<file path="src/sv/smd_pkg.sv">
// Shared constants and a helper function for the SHA-256 message digest block.
`timescale 1ns / 1ps
`default_nettype none
package smd_pkg;

    typedef logic [31:0] word_t;

    localparam int WordCount = 8;
    localparam int SchedDepth = 16;
    localparam logic [7:0] PadByte = 8'h80;

    localparam word_t [0:7] InitHash = '{
        32'h6a09e667, 32'hbb67ae85, 32'h3c6ef372, 32'ha54ff53a,
        32'h510e527f, 32'h9b05688c, 32'h1f83d9ab, 32'h5be0cd19
    };

    localparam word_t [0:63] RoundK = '{
        32'h428a2f98, 32'h71374491, 32'hb5c0fbcf, 32'he9b5dba5,
        32'h3956c25b, 32'h59f111f1, 32'h923f82a4, 32'hab1c5ed5,
        32'hd807aa98, 32'h12835b01, 32'h243185be, 32'h550c7dc3,
        32'h72be5d74, 32'h80deb1fe, 32'h9bdc06a7, 32'hc19bf174,
        32'he49b69c1, 32'hefbe4786, 32'h0fc19dc6, 32'h240ca1cc,
        32'h2de92c6f, 32'h4a7484aa, 32'h5cb0a9dc, 32'h76f988da,
        32'h983e5152, 32'ha831c66d, 32'hb00327c8, 32'hbf597fc7,
        32'hc6e00bf3, 32'hd5a79147, 32'h06ca6351, 32'h14292967,
        32'h27b70a85, 32'h2e1b2138, 32'h4d2c6dfc, 32'h53380d13,
        32'h650a7354, 32'h766a0abb, 32'h81c2c92e, 32'h92722c85,
        32'ha2bfe8a1, 32'ha81a664b, 32'hc24b8b70, 32'hc76c51a3,
        32'hd192e819, 32'hd6990624, 32'hf40e3585, 32'h106aa070,
        32'h19a4c116, 32'h1e376c08, 32'h2748774c, 32'h34b0bcb5,
        32'h391c0cb3, 32'h4ed8aa4a, 32'h5b9cca4f, 32'h682e6ff3,
        32'h748f82ee, 32'h78a5636f, 32'h84c87814, 32'h8cc70208,
        32'h90befffa, 32'ha4506ceb, 32'hbef9a3f7, 32'hc67178f2
    };

    function automatic word_t ror(input word_t v, input int n);
        return (v >> n) | (v << (32 - n));
    endfunction

endpackage
`default_nettype wire

</file>
<file path="src/sv/sha256_message_digest.sv">
// Top level of the SHA-256 message digest block with its round sequencer.
//
// Message bytes enter one per item and are taken while the block buffer
// fills. The 64th byte of a block starts a compression that runs one round
// per cycle through a single shared round unit and a 16-word schedule shift
// line, then folds the result into the hash, with input stalled throughout.
// An item marked last starts padding, which feeds 0x80, zeros and the bit
// length through the same byte path at one byte per cycle outside the
// compressions, with one or two compressions, and then the eight digest words
// leave through an output register, one per cycle while out_stall is low.
`timescale 1ns / 1ps
`default_nettype none
module sha256_message_digest (
    input  wire logic        clk,
    input  wire logic        rst_n,
    input  wire logic        in_valid,
    output logic             in_stall,
    input  wire logic [7:0]  msg_byte,
    input  wire logic        byte_valid,
    input  wire logic        last,
    output logic             out_valid,
    input  wire logic        out_stall,
    output logic [31:0]      digest_word,
    output logic [2:0]       word_index,
    output logic             last_word
);

    localparam logic [2:0] ST_IDLE = 3'd0;
    localparam logic [2:0] ST_PAD  = 3'd1;
    localparam logic [2:0] ST_COMP = 3'd2;
    localparam logic [2:0] ST_ADD  = 3'd3;
    localparam logic [2:0] ST_OUT  = 3'd4;

    logic [2:0]  state_reg, state_next;
    logic [5:0]  fill_reg, fill_next;
    logic [60:0] msg_reg, msg_next;
    logic [5:0]  rnd_reg, rnd_next;
    logic [2:0]  cnt_reg, cnt_next;
    logic        pad_reg, pad_next;
    logic        first_reg, first_next;
    logic        wrap_reg, wrap_next;
    logic        final_reg, final_next;
    logic        oval_reg, oval_next;

    smd_pkg::word_t h_reg [smd_pkg::WordCount];
    smd_pkg::word_t h_next [smd_pkg::WordCount];
    smd_pkg::word_t v_reg [smd_pkg::WordCount];
    smd_pkg::word_t v_next [smd_pkg::WordCount];
    smd_pkg::word_t w_reg [smd_pkg::SchedDepth];
    smd_pkg::word_t w_next [smd_pkg::SchedDepth];
    logic [23:0] acc_reg, acc_next;
    smd_pkg::word_t dw_reg, dw_next;
    logic [2:0]  idx_reg, idx_next;
    logic        lw_reg, lw_next;

    logic        accept;
    logic        ins_en;
    logic [7:0]  ins_byte;
    logic [5:0]  fill_inc;
    logic [63:0] bit_len;
    logic [7:0]  len_byte;
    logic        out_load;
    smd_pkg::word_t s0, s1, big_s0, big_s1, ch, maj, t1, t2, w_new;

    assign accept   = in_valid && !in_stall;
    assign in_stall = (state_reg != ST_IDLE);
    assign fill_inc = fill_reg + 6'd1;
    assign bit_len  = {msg_reg, 3'b000};
    assign len_byte = 8'(bit_len >> {3'd7 - fill_reg[2:0], 3'b000});
    assign out_load = (state_reg == ST_OUT) && (!oval_reg || !out_stall);

    always_comb
    begin
        s0 = smd_pkg::ror(w_reg[1], 7) ^ smd_pkg::ror(w_reg[1], 18) ^ (w_reg[1] >> 3);
        s1 = smd_pkg::ror(w_reg[14], 17) ^ smd_pkg::ror(w_reg[14], 19) ^ (w_reg[14] >> 10);
        w_new = w_reg[0] + s0 + w_reg[9] + s1;
        big_s1 = smd_pkg::ror(v_reg[4], 6) ^ smd_pkg::ror(v_reg[4], 11)
               ^ smd_pkg::ror(v_reg[4], 25);
        ch = (v_reg[4] & v_reg[5]) ^ (~v_reg[4] & v_reg[6]);
        t1 = v_reg[7] + big_s1 + ch + smd_pkg::RoundK[rnd_reg] + w_reg[0];
        big_s0 = smd_pkg::ror(v_reg[0], 2) ^ smd_pkg::ror(v_reg[0], 13)
               ^ smd_pkg::ror(v_reg[0], 22);
        maj = (v_reg[0] & v_reg[1]) ^ (v_reg[0] & v_reg[2]) ^ (v_reg[1] & v_reg[2]);
        t2 = big_s0 + maj;
    end

    always_comb
    begin
        state_next = state_reg;
        fill_next  = fill_reg;
        msg_next   = msg_reg;
        rnd_next   = rnd_reg;
        cnt_next   = cnt_reg;
        pad_next   = pad_reg;
        first_next = first_reg;
        wrap_next  = wrap_reg;
        final_next = final_reg;
        h_next     = h_reg;
        v_next     = v_reg;
        w_next     = w_reg;
        acc_next   = acc_reg;
        ins_en     = 1'b0;
        ins_byte   = msg_byte;

        case (state_reg)
            ST_IDLE:
            begin
                if (accept)
                begin
                    ins_en = byte_valid;
                    if (byte_valid)
                    begin
                        msg_next = msg_reg + 61'd1;
                    end
                    if (last)
                    begin
                        pad_next   = 1'b1;
                        first_next = 1'b1;
                        state_next = ST_PAD;
                    end
                end
            end
            ST_PAD:
            begin
                ins_en = 1'b1;
                if (first_reg)
                begin
                    ins_byte   = smd_pkg::PadByte;
                    first_next = 1'b0;
                    wrap_next  = (fill_inc > 6'd56);
                end
                else if (fill_reg >= 6'd56 && !wrap_reg)
                begin
                    ins_byte = len_byte;
                    if (fill_inc == 6'd0)
                    begin
                        final_next = 1'b1;
                    end
                end
                else
                begin
                    ins_byte = 8'h00;
                end
            end
            ST_COMP:
            begin
                v_next[7] = v_reg[6];
                v_next[6] = v_reg[5];
                v_next[5] = v_reg[4];
                v_next[4] = v_reg[3] + t1;
                v_next[3] = v_reg[2];
                v_next[2] = v_reg[1];
                v_next[1] = v_reg[0];
                v_next[0] = t1 + t2;
                for (int i = 0; i < smd_pkg::SchedDepth - 1; i++)
                begin
                    w_next[i] = w_reg[i + 1];
                end
                w_next[smd_pkg::SchedDepth - 1] = w_new;
                rnd_next = rnd_reg + 6'd1;
                if (rnd_reg == 6'd63)
                begin
                    state_next = ST_ADD;
                end
            end
            ST_ADD:
            begin
                for (int i = 0; i < smd_pkg::WordCount; i++)
                begin
                    h_next[i] = h_reg[i] + v_reg[i];
                end
                if (final_reg)
                begin
                    state_next = ST_OUT;
                    cnt_next   = 3'd0;
                end
                else if (pad_reg)
                begin
                    state_next = ST_PAD;
                end
                else
                begin
                    state_next = ST_IDLE;
                end
            end
            ST_OUT:
            begin
                if (out_load)
                begin
                    cnt_next = cnt_reg + 3'd1;
                    if (cnt_reg == 3'd7)
                    begin
                        for (int i = 0; i < smd_pkg::WordCount; i++)
                        begin
                            h_next[i] = smd_pkg::InitHash[i];
                        end
                        msg_next   = '0;
                        pad_next   = 1'b0;
                        final_next = 1'b0;
                        state_next = ST_IDLE;
                    end
                end
            end
            default:
            begin
                state_next = ST_IDLE;
            end
        endcase

        if (ins_en)
        begin
            acc_next  = {acc_reg[15:0], ins_byte};
            fill_next = fill_inc;
            if (fill_reg[1:0] == 2'd3)
            begin
                for (int i = 0; i < smd_pkg::SchedDepth - 1; i++)
                begin
                    w_next[i] = w_reg[i + 1];
                end
                w_next[smd_pkg::SchedDepth - 1] = {acc_reg, ins_byte};
            end
            if (fill_inc == 6'd0)
            begin
                state_next = ST_COMP;
                rnd_next   = 6'd0;
                wrap_next  = 1'b0;
                v_next     = h_reg;
            end
        end
    end

    always_comb
    begin
        oval_next = oval_reg && out_stall;
        dw_next   = dw_reg;
        idx_next  = idx_reg;
        lw_next   = lw_reg;
        if (out_load)
        begin
            oval_next = 1'b1;
            dw_next   = h_reg[cnt_reg];
            idx_next  = cnt_reg;
            lw_next   = (cnt_reg == 3'd7);
        end
    end

    always_ff @(posedge clk or negedge rst_n)
    begin
        if (!rst_n)
        begin
            state_reg <= ST_IDLE;
            fill_reg  <= '0;
            msg_reg   <= '0;
            rnd_reg   <= '0;
            cnt_reg   <= '0;
            pad_reg   <= 1'b0;
            first_reg <= 1'b0;
            wrap_reg  <= 1'b0;
            final_reg <= 1'b0;
            oval_reg  <= 1'b0;
            for (int i = 0; i < smd_pkg::WordCount; i++)
            begin
                h_reg[i] <= smd_pkg::InitHash[i];
            end
        end
        else
        begin
            state_reg <= state_next;
            fill_reg  <= fill_next;
            msg_reg   <= msg_next;
            rnd_reg   <= rnd_next;
            cnt_reg   <= cnt_next;
            pad_reg   <= pad_next;
            first_reg <= first_next;
            wrap_reg  <= wrap_next;
            final_reg <= final_next;
            oval_reg  <= oval_next;
            h_reg     <= h_next;
        end
    end

    always_ff @(posedge clk)
    begin
        v_reg   <= v_next;
        w_reg   <= w_next;
        acc_reg <= acc_next;
        dw_reg  <= dw_next;
        idx_reg <= idx_next;
        lw_reg  <= lw_next;
    end

    assign out_valid   = oval_reg;
    assign digest_word = dw_reg;
    assign word_index  = idx_reg;
    assign last_word   = lw_reg;

    // A compression always starts on a full block at its first round.
    assert property (@(posedge clk) disable iff (!rst_n)
        (state_reg != ST_COMP) ##1 (state_reg == ST_COMP) |-> (rnd_reg == 6'd0 && fill_reg == 6'd0))
        else $error("Compression started on a partial block.");

    // The last digest word always carries index seven.
    assert property (@(posedge clk) disable iff (!rst_n)
        out_valid |-> (last_word == (word_index == 3'd7)))
        else $error("Last word flag disagrees with the word index.");

    // Digest words leave only after the final compression.
    assert property (@(posedge clk) disable iff (!rst_n)
        $rose(state_reg == ST_OUT) |-> $past(state_reg == ST_ADD && final_reg))
        else $error("Digest output began before the final block.");

endmodule
`default_nettype wire

</file>
<file path="config.mk">
export PLATFORM = sky130hd
export DESIGN_NAME = sha256_message_digest
export DESIGN_NICKNAME = d
export VERILOG_FILES = /design/src/sv/smd_pkg.sv /design/src/sv/sha256_message_digest.sv
export SDC_FILE = /design/constraint.sdc
export NUM_CORES = 2
export LEC_CHECK = 0
export BUFFER_PORTS_ARGS = -buffer_cell sky130_fd_sc_hd__buf_2
export CAP_MARGIN = 0
export CORE_MARGIN = 2
export CORE_UTILIZATION = 59
export CTS_CLUSTER_DIAMETER = 100
export DETAILED_ROUTE_END_ITERATION = 6
export GPL_ROUTABILITY_DRIVEN = 0
export HOLD_SLACK_MARGIN = 0.05
export PLACE_DENSITY = 0.84
export SLEW_MARGIN = 20
export SYNTH_ARGS = -nofsm -noshare
export SYNTH_HDL_FRONTEND = slang
export SYNTH_SLANG_ARGS = --single-unit
</file>
<file path="constraint.sdc">
create_clock -name clk -period 7 [get_ports clk]
set_clock_uncertainty 0.15 [all_clocks]
set_input_delay 0.35 -clock clk [delete_from_list [all_inputs] [get_ports clk]]
set_output_delay 0.35 -clock clk [all_outputs]
set_load 0.005 [all_outputs]
</file>
# [After elaboration in Yosys (flattened, before gate mapping)]
# Memory sizes are Yosys's and may differ from the RTL's.
# Index checks and enable logic that the tools add are counted.
# Widths: inputs -> output; s select.
[op_classes] n_addsub=23 order_cmp=4 n_eq_ne=16 n_shift=1 mux=55 bitwise_logic=29 n_reduce_logical=22
[ops] operator="$mux 512" count=3
[ops] operator="$mux 256" count=5
[ops] operator="$add 32x32->32" count=18
[ops] operator="$pmux 256 s2" count=1
[ops] operator="$xor 32x32->32" count=9
[ops] operator="$mux 61" count=4
[ops] operator="$and 32x32->32" count=5
[ops] operator="$mux 32" count=4
[ops] operator="$pmux 61 s2" count=1
[ops] operator="$bmux 32 s3" count=1
[ops] operator="$shr 64x6->8" count=1
[ops] operator="$add 61x1->61 const B" count=1
[ops] operator="$not 32->32" count=1
[ops] operator="$or 10x32->32" count=1
[ops] operator="$or 13x32->32" count=1
[ops] operator="$or 14x32->32" count=1
[ops] operator="$or 15x32->32" count=1
[ops] operator="$or 19x32->32" count=1
[ops] operator="$or 21x32->32" count=1
[ops] operator="$or 25x32->32" count=1
[ops] operator="$or 26x32->32" count=1
[ops] operator="$or 30x32->32" count=1
[ops] operator="$or 7x32->32" count=1
[ops] operator="$xor 32x22->32" count=1
[ops] operator="34 further kinds" count=85
[totals] reg_bits=1168 mem_bits_ro=2048 input_bits=14 out_inout_bits=38 wordCells=197 memories=1
[mem_list] name="(name not given)" depth=64 word_bits=32 rd=1 rd_clocked_by_memory_dff=0 wr=0 line_no="sha256_message_digest.sv:80" text="t1 = v_reg[7] + big_s1 + ch + smd_pkg::RoundK[rnd_reg] + w_reg[0];"

# [Logic depth before layout (Yosys ltp)]
[logic_depth] depth_word=11 depth_mapped=38 mapped_depth_nobuf=35

# [Worst setup path after synthesis]
# Ideal clock, no wire load.
[synth_path] path_type="register to register" startpoint="register rnd_reg[2]" endpoint="register v_reg[254] in the netlist's numbering" setup_ns=0.124 t_arrival_ns=7.319 t_required_ns=6.726 setup_slack_ns=-0.593 path_stages_with_launch=37 n_path_buf=5 period_less_slack_ns=7.593 cell_sequence="dfrtp_1 > clkbuf_1 > clkinv_1 > clkbuf_1 > buf_1 > ha_1 > buf_1 > a211oi_1 > o21ai_0 > o21ai_0 > fa_1 > inv_1 > ha_1 > inv_1 > fa_1 > nand2b_1 > a21oi_2 > o41ai_4 > o21bai_2 > a21oi_1 > o21bai_1 > a21oi_1 > xnor2_1 > fa_1 > ha_1 > clkbuf_1 > a21o_1 > a21o_1 > a21oi_1 > o21ai_0 > o21ai_1 > o211ai_1 > a41oi_1 > o21bai_1 > a21oi_1 > xor2_1 > o21ai_1"
[synth_lines] item="start: declaration" line_no="sha256_message_digest.sv:37" text="logic [5:0] rnd_reg, rnd_next;"
[synth_lines] item="start signal: assignment" line_no="sha256_message_digest.sv:271" text="rnd_reg <= rnd_next;"
[synth_lines] item="end signal: assignment" line_no="sha256_message_digest.sv:284" text="v_reg <= v_next;"
[synth_lines] item="end: declaration" line_no="sha256_message_digest.sv:47" text="smd_pkg::word_t v_reg [smd_pkg::WordCount];"

==> summary.md <==
| Metric | Value |
|---|---|
| CTS tree | `built` |
| Most frequent CP cell | `buf_4` |
| Drt total wl | `235,000 µm` |
| CTS Buf Count | `120` |
| Vias | `66.4k` |
| Worst path bufs/invs | `7` |
| Syn Area/Cell | `8.48 µm²` |
| H-tree Lvls | `3` |
| DRC errors left | `182` |
| CP top delay family | `compound AO/OA/AOI/OAI gates` |
| Worst path max stage delay | `0.66 ns` |
| VDD IR max | `0.000211 V` |
| Yosys warning count | `0` |
| Total Power | `13.7 mW` |
| Initial DRC count | `9,728` |
| Gate power share | `0.5%` |
| Routed vias/inst | `6.50` |
| Drt pass-1 iters | `7` |
| Slowest cell on the critical path | `fa_1` |
| FF+latch count, synth | `1,168` |
| Final ANT Viol Nets | `0` |
| Clk sinks | `1,168` |
| Mapped Area | `71,600 µm²` |
| Vias in the first global route | `63.0k` |
| Switching power total | `3.01 mW` |
| MaxCap Viol Count | `0` |
| DIE AREA | `124,000 µm²` |
| # fillers | `8,838` |
| Initial antenna violation count | `8` |
| First-pass GRT wire length | `356,000 µm` |
| Mapped Cells | `8,442` |
| Synth Flop Type | `dfxtp_1` |
| CP required | `7.55 ns` |
| Largest register FFs | `512` |
| Setup TNS | `-1.72 ns` |
| Power Density | `170 nW/µm²` |
| Die X | `352 µm` |
| Top Ports | `52` |
| Period Utilization, post-route | `104%` |
| Clock Root Buffer | `clkbuf_16` |
| Switching share of power | `22.0%` |
| Fmax | `0.137 GHz` |
| Total internal power | `10.6 mW` |
| Worst setup EP type | `flip-flop` |
| Leakage power | `36.2 nW` |
| DPL Wire Length | `161,000 µm` |
| Fin. Hold Viols | `0` |
| GRT overflow | `0` |
| Failing checks | `design-rule violations, negative setup slack` |
| CP Launch Type | `flip-flop` |
| Worst-skew pair later-pin latency | `0.80 ns` |
| Syn_nets | `9,053` |
| Slew Limit Fails | `0` |
| Clock network power share | `50.2%` |
| Sequential cell area | `25,900 µm²` |
| Core Footprint | `120,000 µm²` |
| Layout cell share with drive strength beyond 1 | `13.1%` |
| Setup slack after layout | `-0.290 ns` |
| CP Data Arrival Time | `7.84 ns` |
| RSZ-0062 raised after global routing | `true` |
| Die H | `352 µm` |
| Worst-path fanout max | `8` |
| Port Buffers | `51` |
| Layout area overhead | `12.3%` |
| EDFF count, synth | `60` |
| Clock Path Buffers | `3` |
| Final setup viols | `11` |
| Asr flop ratio synth | `29.1%` |
| Initial Util | `59.6%` |
| Layout net count | `9,114` |
| Status | `complete, but fails checks` |
| Setup Crit Path Kind | `flip-flop to flip-flop` |
| Clk slew on worst S/H paths | `0.07 ns` |
| Tot GR Track Use | `36.1%` |
| Worst relative slew slack | `18.2%` |
| Hold crit path type | `primary input to async pin` |
| Routed wire per std cell | `22.9 µm` |
| Register area share after synthesis | `36.1%` |
| Pin count of the biggest net entering global routing | `221` |
| Sequential share of power | `49.3%` |
| Distinct cells, synth | `107` |
| Worst slew pin tran | `1.23 ns` |
| Minimum clock period | `7.29 ns` |
| Multi-input gate area in the final layout | `43,100 µm²` |
| Row cnt | `127` |
## final timing paths
| path | startpoint | end | slack, ns | cells after the start |
|---|---|---|---|---|
| max | rnd_reg[1]$_DFF_PN0_ | v_reg[126]$_DFF_P_ | -0.29 | 28 |
| min | rst_n | h_reg[185]$_DFFE_PN0P_ | 0.07 | 2 |
| max reg2reg | rnd_reg[1]$_DFF_PN0_ | v_reg[126]$_DFF_P_ | -0.29 | 28 |
| min reg2reg | w_reg[11]$_DFF_P_ | w_reg[43]$_DFF_P_ | 0.26 | 2 |
| max in group asynchronous | rst_n | msg_reg[39]$_DFFE_PN0P_ | 5.17 | 3 |
| min in group clk | w_reg[11]$_DFF_P_ | w_reg[43]$_DFF_P_ | 0.26 | 2 |
## Yosys cell counts, types with 54 or more instances
master    number  area share (%)
o22ai_1      213             1.9
buf_1         57            0.30
mux4_2        82             2.6
dfrtp_1      204             7.1
dfxtp_1      768              21
inv_1        442             2.3
o21ai_0      586             4.1
a21o_1       194             2.0
a22oi_1       54            0.57
fa_1         197             5.5
nor2_1       686             3.6
nand2b_1      62            0.54
nand3_1      170             1.2
nand2_1     1616             8.5
mux2_2        63            0.99
a21oi_1      479             3.3
xor2_1       279             3.4
edfxtp_1      60             2.5
a211oi_1      62            0.65
dfstp_2      136             5.0
nor3_1       111            0.78
clkbuf_1     412             2.2
ha_1         400             7.0
xnor2_1      346             4.2
## placed cells by master, fill, tap and decap left out, types with 22 or more instances in the layout
master | netlist | routed
nand2_1 | 1616 | 1611
dfxtp_1 | 768 | 760
nor2_1 | 686 | 674
o21ai_0 | 586 | 560
a21oi_1 | 479 | 455
inv_1 | 442 | 433
ha_1 | 400 | 380
buf_4 | 0 | 349
xnor2_1 | 346 | 328
xor2_1 | 279 | 270
o22ai_1 | 213 | 212
fa_1 | 197 | 195
dfrtp_1 | 204 | 195
a21o_1 | 194 | 193
nand3_1 | 170 | 168
dfstp_2 | 136 | 136
clkbuf_16 | 0 | 126
nor3_1 | 111 | 110
mux4_2 | 82 | 82
mux2_2 | 63 | 63
nand2b_1 | 62 | 60
edfxtp_1 | 60 | 60
a211oi_1 | 62 | 58
o21a_1 | 53 | 53
a22oi_1 | 54 | 53
nor2b_1 | 53 | 50
buf_2 | 32 | 50
and3_1 | 50 | 49
or3_1 | 46 | 46
o211ai_1 | 43 | 43
nand4_1 | 42 | 42
o31ai_1 | 36 | 36
a31oi_1 | 41 | 36
o21ai_1 | 15 | 36
o21bai_1 | 33 | 33
a21oi_2 | 3 | 24
mux2i_1 | 22 | 22
clkinv_2 | 0 | 22
maj3_1 | 22 | 22
## metal layers
layer | track usage, % | part of all wire (%)
met2 | 53.0 | 42
met3 | 12.6 | 14
met4 | 21.6 | 7.7
met5 | 0.0385 | 0.023
met1 | 45.6 | 36
## cell type report
| class | count | area share [%] |
|---|---|---|
| clock buffers | 161 | 4.30 |
| diodes | 1 | 0.00311 |
| flip-flops and latches | 1168 | 32.2 |
| inverters | 444 | 2.09 |
| clock inverters | 68 | 0.962 |
| multi-input cells | 6328 | 53.6 |
| repair buffers | 441 | 4.35 |
| well taps | 1612 | 2.51 |
## per-stage QoR
step | util, % | hold slack [ns] | cells | instance area [µm²] | setup slack (ns)
detailed placement | 62.4 | 0.275 | 9953 | 74900 | -0.386
global route | 66.9 | 0.118 | 10200 | 80400 | -0.426
CTS | 66.3 | 0.0628 | 10200 | 79600 | -0.0157
floorplan | - | -0.0956 | 8442 | 71600 | 0.0213
global placement | 62.4 | 0.267 | 9953 | 74900 | -0.232
finish | 66.9 | 0.0668 | 10200 | 80400 | -0.290
## kinds of logic (layout without fill, tap and decap cells)
group                    Yosys count  in the layout  share of synthesized area, %
AO/OA/AOI/OAI                   1996           1996                          17.3
XOR/XNOR                         626            626                          7.67
adder cells (fa/ha/maj)          619            619                          12.8
buffers and inverters            946           1114                          5.02
flip-flops                      1168           1168                          36.1
multiplexers                     168            168                          3.90
other                              0              1                             0
AND/OR/NAND/NOR                 2919           2919                          17.2
## worst reg2reg max path, delay by kind of cell, from the launching register on
family                     cells  cell delay (ns)
and+or+nand+nor                6             1.25
AOI/OAI and AO/OA              9             2.23
DFF                            1             0.40
muxes                          1             0.33
buffers and inverters          7             1.11
xor gates and xnor gates       1             0.11
adders and majority gates      4             1.65
## power groups by stage
stage | Clock, mW | Combinational [mW] | Sequential (mW)
2_1_floorplan | 0 | 0.00522 | 6.87
3_3_place_gp | 0 | 0.0594 | 6.87
3_5_place_dp | 0 | 0.0597 | 6.87
4_1_cts | 6.85 | 0.0660 | 6.73
5_1_grt | 7.12 | 0.0725 | 6.73
6_report | 6.86 | 0.0650 | 6.73
## what timing repair did
action | in CTS | in global routing
hold buffers | 14 | 0
pin swaps | 23 | 85
endpoints found under the hold margin | 109 | 0
buffers inserted | 9 | 20
resized for setup | 55 | 129
setup endpoints to repair | 13 | 24
Power figures use the tool's default switching activity.
